**config.mk**
```make
export PLATFORM = sky130hd
export DESIGN_NAME = spq_cell
export DESIGN_NICKNAME = d
export VERILOG_FILES = /design/src/spq_pkg.sv /design/src/spq_cell.sv
export SDC_FILE = /design/constraint.sdc
export NUM_CORES = 1
export LEC_CHECK = 0
export BUFFER_PORTS_ARGS = -buffer_cell sky130_fd_sc_hd__buf_2
export CORE_ASPECT_RATIO = 1.1
export CORE_UTILIZATION = 48
export CTS_BUF_LIST = sky130_fd_sc_hd__clkbuf_8
export DETAILED_ROUTE_END_ITERATION = 7
export MAX_ROUTING_LAYER = met4
export PLACE_DENSITY = 0.91
export SLEW_MARGIN = 0
export SYNTH_ARGS = -nofsm -noshare
export SYNTH_HDL_FRONTEND = slang
export SYNTH_SLANG_ARGS = --single-unit
```
**constraint.sdc**
```tcl
create_clock -name clk_i -period 7.5 [get_ports clk_i]
set_input_delay 0.75 -clock clk_i [delete_from_list [all_inputs] [get_ports clk_i]]
set_output_delay 0.75 -clock clk_i [all_outputs]
set_load 0.02 [all_outputs]
```
**src/spq_pkg.sv**
```systemverilog
// Shared types and constants for the sorted priority queue.
package spq_pkg;

  // Operation kinds carried on the input tuser
  typedef enum logic {
    OP_PUSH = 1'b0,
    OP_POP  = 1'b1
  } op_e;

  // Result status codes carried on the output tuser
  typedef enum logic [1:0] {
    ST_DONE  = 2'd0,
    ST_FULL  = 2'd1,
    ST_EMPTY = 2'd2
  } status_e;

  localparam int unsigned ValueW = 32;
  localparam int unsigned CountW = 8;

  // Top value reported when the queue holds nothing
  localparam logic signed [ValueW-1:0] EmptyTop = '1;

  // Operation broadcast to every cell in the chain
  typedef struct packed {
    logic                     push;
    logic                     pop;
    logic signed [ValueW-1:0] value;
  } cell_ctrl_t;

endpackage

```
**src/spq_cell.sv**
```systemverilog
// One slot of the sorted chain: holds an entry and trades it with its neighbors.
module spq_cell (
  input  logic                               clk_i,
  input  spq_pkg::cell_ctrl_t                ctrl_i,
  input  logic                               valid_i,
  input  logic                               left_keep_i,
  input  logic signed [spq_pkg::ValueW-1:0]  left_val_i,
  input  logic signed [spq_pkg::ValueW-1:0]  right_val_i,
  output logic                               keep_o,
  output logic signed [spq_pkg::ValueW-1:0]  val_o,
  output logic signed [spq_pkg::ValueW-1:0]  val_d_o
);

  logic signed [spq_pkg::ValueW-1:0] val_q, val_d;

  // Entry stays put on a push if it is held and not below the new value
  assign keep_o = valid_i && (val_q >= ctrl_i.value);

  // Next entry: shift up on pop, insert or shift down on push
  always_comb begin
    val_d = val_q;
    if (ctrl_i.pop) begin
      val_d = right_val_i;
    end else if (ctrl_i.push && !keep_o) begin
      if (left_keep_i) begin
        val_d = ctrl_i.value;
      end else begin
        val_d = left_val_i;
      end
    end
  end

  always_ff @(posedge clk_i) begin
    val_q <= val_d;
  end

  assign val_o   = val_q;
  assign val_d_o = val_d;

endmodule

```
; Word level (Yosys, flattened, before mapping)
; Cells that the tools add are included.
[op_classes]
n_lt_le_gt_ge = 1
mux = 3
reduce_logical = 3
[op_table]
columns = op, n
row1 = 2-to-1 mux 32 bit, 3
row2 = >= comparator 32 bit, 1
row3 = logical AND 1 bit, 2
row4 = logical NOT 1 bit, 1
[totals]
reg_bits = 32
inputBits = 101
out_inout_bits = 65
elab_cells = 8

; Depth between registers and ports, before layout
; Gate-level depths: netlist (run 1).
[depth]
depth_word = 6
ltp_mapped = 10
ltp_nobuf = 9

; Least setup slack after synthesis (run 1)
; Ideal clock, no wire load.
[synth_timing]
kind = input to output
start = in ctrl_i[31] in the netlist's numbering
end = out val_d_o[4] in the netlist's numbering
arrival_time_ns = 3.035
required_time_ns = 6.750
setup_slack_ns = 3.715
cell_stages = 10
n_path_buf = 1
cell_sequence = inv_1 ha_1 nand4_4 nor3_1 a211oi_1 o21ai_2 a31oi_1 clkbuf_1 a21oi_2 o31ai_1
[synth_via]
elab_chain_len = 6
[synth_rtl]
columns = element, line
row1 = start: declaration, spq_cell.sv:4  ; input spq_pkg::cell_ctrl_t ctrl_i,
row2 = >= comparator 32 bit, spq_cell.sv:17  ; assign keep_o = valid_i && (val_q >= ctrl_i.value);
row3 = logical AND 1 bit, spq_cell.sv:17
row4 = logical NOT 1 bit, spq_cell.sv:24  ; end else if (ctrl_i.push && !keep_o) begin
row5 = logical AND 1 bit, spq_cell.sv:24
row6 = 2-to-1 mux 32 bit, spq_cell.sv:24
row7 = 2-to-1 mux 32 bit, spq_cell.sv:22  ; if (ctrl_i.pop) begin
row8 = end: declaration, spq_cell.sv:11  ; output logic signed [spq_pkg::ValueW-1:0] val_d_o
; No other way between the ends.

; Final worst setup path (run 1)
[layout_timing]
start = in ctrl_i[7] in the netlist's numbering
end = out val_d_o[4] in the netlist's numbering
; The elaborated chain is that of the path after synthesis.

==> results_dict.tcl, run 1 <==
set metrics [dict create \
    synth_cell_type_count 36 \
    startpoint_type "input port" \
    fmax_mhz 224.9 \
    dr.first_iter.drc_count 136 \
    holdBufCountCts 0 \
    postSynthCellCount 374 \
    critPathRequiredTime_ns 6.75 \
    cts_setup_buffers 0 \
    cts_root_buf "clkbuf_8" \
    synth_area_per_cell_um2 7.266 \
    ant_nets 0 \
    grt_pass1_vias 3084 \
    cts_resized 0 \
    period_share 0.5929 \
    cts_buffers 5 \
    synth.top_cells.by_area "dfxtp_1 24%, ha_1 15%, a21oi_1 14%, o31ai_1 6.4%, nor3_1 6.1%" \
    synth-edff-count 0 \
    antenna_found_initial 0 \
    clk_latency_ns 0.28 \
    cts_tree "built" \
    clk_pin_slew_ns 0.07 \
    clock-sinks 32 \
    p_clk_frac 0.191 \
    tightest_slew_ns 1.152 \
    fin_nets 654 \
    holdWs_ns 0.6693 \
    ys_warn_count 0 \
    worstPathMaxFanout 26 \
    power.switching_uw 316.0 \
    routedWlPerCell_um 13.85 \
    power.leakage_nw 1.908 \
    cap_violations 0 \
    grtUsageTotal 0.2861 \
    grt_pass1_wl_um 13170 \
    dr.pass1.iters 4 \
    initial_core_util 0.5005 \
    skew_ns 0.004060 \
    peakVddDrop_uv 118.4 \
    num_antenna_cells 0 \
    intPower_uw 400.9 \
    cp_slowest_cell "a2111oi_4" \
    yosysSeqAreaShare 0.2357 \
    post_dp_cell_area_mm2 0.003533 \
    status "complete, no violations" \
    numPortBuffers 165 \
    hold_viol 0 \
    placementRows 28 \
    seq_power_share 0.307 \
    endpoint_kind "output port" \
    die_y_um 80.92 \
    viasPerCell 5.529 \
    slowest_delay_ns 0.60 \
    power_density_mw_per_mm2 197.8 \
    stdcell_area_mm2 0.003623 \
    p_comb_frac 0.502 \
    synth_top_cell_area_share 0.2357 \
    synth-main-ff-cell "dfxtp_1" \
    timing.critical_path.mode_cell "buf_2" \
    slew_headroom 0.2321 \
    rsz0062_at_grt "no" \
    largest_register_ffs 32 \
    grt_start_max_net_pins 65 \
    synthesis.nets 507 \
    clk_path_buf_depth 2 \
    setup_tns_ns 0 \
    dp_hpwl_um 6181 \
    gp_congestion 0.7946 \
    cp.arrival_ns 3.70 \
    hp-class "reg2reg" \
    coreArea_mm2 0.005430 \
    async_flop_share 0 \
    yosysTopAreaCell "dfxtp_1" \
    fillerInstances 457 \
    synth-seq-cells 32 \
    postLayoutCoreUtil 0.6673 \
    drc 0 \
    die_x_um 73.74 \
    fin_crit_ns 4.447 \
    area_growth_pct 33.33 \
    grt_overflow_total 0 \
    crit_chain "buf_2 > inv_1 > ha_1 > a21oi_1 > o21ai_1 > a221oi_2 > nor3b_4 > a2111oi_4 > buf_4 > nor3_1 > o31ai_1 > buf_2" \
    vias 3301 \
    die-area_mm2 0.005967 \
    io_pins 166 \
    cts_max_level 2 \
    finalMaxSlewViolations 0 \
    crit_type "in2out" \
    wl_um 8266 \
    swShare 0.4408 \
    syn_area_mm2 0.002718 \
    drive_gt1_frac 0.3678 \
    setup_viol 0 \
]
synthesized netlist by cell type, types with 2 or more instances:
| library cell | count |
|---|---|
| buf_6 | 3 |
| ha_1 | 32 |
| inv_1 | 35 |
| nand3_1 | 4 |
| nand4_1 | 7 |
| o31ai_1 | 23 |
| clkbuf_1 | 15 |
| a21oi_1 | 77 |
| nand2_1 | 41 |
| nor3_1 | 33 |
| nor2_1 | 31 |
| buf_2 | 5 |
| dfxtp_1 | 32 |
| buf_1 | 3 |
| nor2b_1 | 2 |
| o21ai_0 | 3 |
| o31ai_2 | 9 |
path summary, 6_finish.rpt:
| kind | startpoint | endpoint | slack, ns | cells past startpoint |
|---|---|---|---|---|
| max | ctrl_i[7] | val_d_o[4] | 3.05 | 12 |
| min | val_o[20] | val_o[20] | 0.67 | 2 |
| max reg2reg | val_o[7] | val_o[4] | 4.46 | 9 |
| min reg2reg | val_o[20] | val_o[20] | 0.67 | 2 |
per-layer routing:
metal / global-route usage / up-vias / share of wire
li1: - / 1633 / -
met1: 0.3185 / 1486 / 0.42
met2: 0.5110 / 174 / 0.50
met3: 0.04094 / 8 / 0.069
met4: 0.1115 / 0 / 0.0087
met5: - / - / 0
worst max-delay path, delay by kind of cell:
family	cells	cell delay [ns]
and+or+nand+nor	2	0.19
AOI/OAI and AO/OA	5	1.64
adders and majority gates	1	0.33
buffers and inverters	4	0.77
layout by cell type (no fill, tap or decap), types with 2 or more instances in the layout:
cell / count
dfxtp_1: 32
o21ai_0: 3
nor3_1: 33
nor2b_1: 2
buf_2: 165
o31ai_2: 9
nor2_1: 31
clkbuf_8: 6
nand4_1: 7
nand3_1: 4
inv_1: 37
ha_1: 32
o31ai_1: 23
a21oi_1: 77
nand2_1: 41
stage by stage:
step	total power, mW	std cells	setup slack, ns
finish	0.7169	597	3.053
global route	0.7705	597	2.935
CTS	0.7214	597	3.141
detailed placement	0.5820	589	3.158
global placement	0.5723	589	3.153
floorplan	0.4655	374	3.715
power by group through the flow:
stage	logic, mW	registers (mW)	clock network (mW)
after floorplan	0.213	0.252	0
after global placement	0.350	0.222	0
after detailed placement	0.359	0.223	0
after CTS	0.360	0.219	0.142
after global routing	0.398	0.222	0.150
final	0.360	0.220	0.137
cells by family after synthesis:
kind of cell             share of synthesized area
AO/OA/AOI/OAI                               0.3048
AND/OR/NAND/NOR                             0.2132
buffers and inverters                      0.09484
adder cells (fa/ha/maj)                     0.1473
flip-flops                                  0.2357
multiplexers                              0.004143
area by class of cell:
cell class | count | area [um^2] | area share
clock buffer | 6 | 82.58 | 0.02279
clock inverter | 2 | 7.507 | 0.002072
inverter | 35 | 131.4 | 0.03626
multi-input combinational | 281 | 1834 | 0.5062
sequential | 32 | 640.6 | 0.1768
tap | 75 | 93.84 | 0.02590
timing repair buffer | 166 | 833.3 | 0.2300
Note: power is estimated with default switching activity, not from simulation.
==> inputs of run 2 (changes only) <==
- CORE_UTILIZATION: 48 -> 41
- PLACE_DENSITY: 0.91 -> 0.83
- clock period: 7.5 -> 3.77 ns (I/O delays scaled with it)
==> run 2 against run 1 <==
Compared with the run above: die area grew 17%; worst hold slack got worse by 0.37 ns; critical path depth down 2; global-route usage fell by 2.3 points; combinational power up 110%; via count rose by 3.2%; design area grew 3.1%; utilization fell by 7.1 points; total power grew 110%; first-iteration DRC count is 2.2% lower; clock skew up 0.0051 ns; largest power group unchanged; highest routed layer unchanged.
==> results_dict.tcl, run 2 (synthesis gave the netlist of run 1 again) <==
set metrics [dict create \
    status "complete, no violations" \
    die_y_um 87.39 \
    drive_gt1_frac 0.3835 \
    grt_pass1_vias 3210 \
    cts_buffers 5 \
    grt_pass1_wl_um 14080 \
    holdBufCountCts 0 \
    setup_tns_ns 0 \
    place_ws_ns 0.1380 \
    fin_crit_ns 3.561 \
    cts_tree "built" \
    hold_viol 0 \
    crit_buf_inv 2 \
    gp_congestion 0.8289 \
    wl_um 9169 \
    timing.critical_path.mode_cell "nor3_1" \
    clk_path_buf_depth 2 \
    ant_nets 0 \
    holdWs_ns 0.3042 \
    initial_core_util 0.4335 \
    dr.first_iter.drc_count 133 \
    critPathRequiredTime_ns 3.39 \
    viasPerCell 5.567 \
    layout_commonest_cell "buf_2" \
    tightest_slew_ns 1.169 \
    coreArea_mm2 0.006269 \
    setup_viol 0 \
    startpoint_type "flop" \
    power_density_mw_per_mm2 397.3 \
    grt_overflow_total 0 \
    dp_hpwl_um 6698 \
    vias 3407 \
    crit_chain "ha_1 > nand4_4 > nor3_1 > a211oi_1 > o21ai_2 > a31o_2 > buf_4 > nor3_1 > o31ai_1 > buf_2" \
    numPortBuffers 165 \
    cap_violations 0 \
    num_antenna_cells 0 \
    fmax_mhz 280.9 \
    clk_pin_slew_ns 0.08 \
    worstReg2RegStart "val_o[31]" \
    clk_latency_ns 0.29 \
    endpoint_kind "output port" \
    cpLargestDelayFamily "compound AO/OA/AOI/OAI gates" \
    finalMaxSlewViolations 0 \
    period_share 0.9445 \
    final_cell_mix "165 x buf_2, 77 x a21oi_1, 41 x nand2_1" \
    antenna_found_initial 0 \
    stdcell_area_mm2 0.003737 \
    worst_slack_ns 0.2094 \
    cts_root_buf "clkbuf_8" \
    crit_type "reg2out" \
    die_x_um 79.63 \
    area_growth_pct 37.52 \
    cts_max_level 2 \
    postLayoutCoreUtil 0.5962 \
    startpoint "val_o[31]" \
    min_from "right_val_i[16]" \
    peakVddDrop_uv 230.8 \
    placementRows 30 \
    hp-class "in2reg" \
    skew_ns 0.009175 \
    rsz0062_at_grt "no" \
    dr.pass1.iters 4 \
    post_dp_cell_area_mm2 0.003577 \
    largest_register_ffs 32 \
    grtUsageTotal 0.2629 \
    io_pins 166 \
    worstPathMaxFanout 25 \
    cp.arrival_ns 3.18 \
    fin_nets 664 \
    clock-sinks 32 \
    grt_start_max_net_pins 65 \
    cp_slowest_cell "ha_1" \
    slew_headroom 0.2205 \
    routedWlPerCell_um 14.98 \
    p_total_mw 1.485 \
    die-area_mm2 0.006958 \
    power.leakage_nw 1.961 \
    drc 0 \
    placedCellCount 599 \
    slowest_delay_ns 0.42 \
    final_cells 612 \
]
-- run 2: cell count changes in the layout (fill, tap and decap cells not counted), sizes merged --
cell    previous run  this run
clkinv             0         2
buf              166       175
a2111o             2         3
inv               37        35
-- run 2: cell type report --
| cell class | count | area, um^2 |
|---|---|---|
| clock inverters | 2 | 10.01 |
| multi-input cells | 282 | 1847 |
| inverters | 35 | 131.4 |
| fillers | 603 | 2531 |
| well taps | 80 | 100.1 |
| repair buffers | 175 | 925.9 |
| clock buffers | 6 | 82.58 |
| flip-flops and latches | 32 | 640.6 |
-- run 2: final timing paths --
kind                 end  depth (start not counted)  slack (ns)
max          val_d_o[28]                         10        0.21
max reg2reg    val_o[28]                          9        0.98
min            val_o[16]                          3        0.30
min reg2reg    val_o[11]                          2        0.67
-- run 2: routing by layer --
metal,wire (um),track usage,vias up
li1,-,-,1660
met1,3803,0.2929,1559
met2,4635,0.4732,176
met3,599,0.02513,12
met4,131,0.1124,0
met5,0,-,-
-- run 2: worst min-delay path: stages --
cell     delay, ns
buf_2         0.08
nand2_1       0.04
o31ai_1       0.07
-- run 2: timing repair --
action / CTS / global route
pin swaps: 1 / 2
resized for setup: 0 / 1
setup buffers: 0 / 4
cloned: 1 / 0
endpoints found under the setup margin: 1 / 26
-- run 2: report_power, final --
part           internal, mW  switching [mW]
sequential            0.392          0.0473
combinational         0.285           0.468
clock                 0.146           0.147
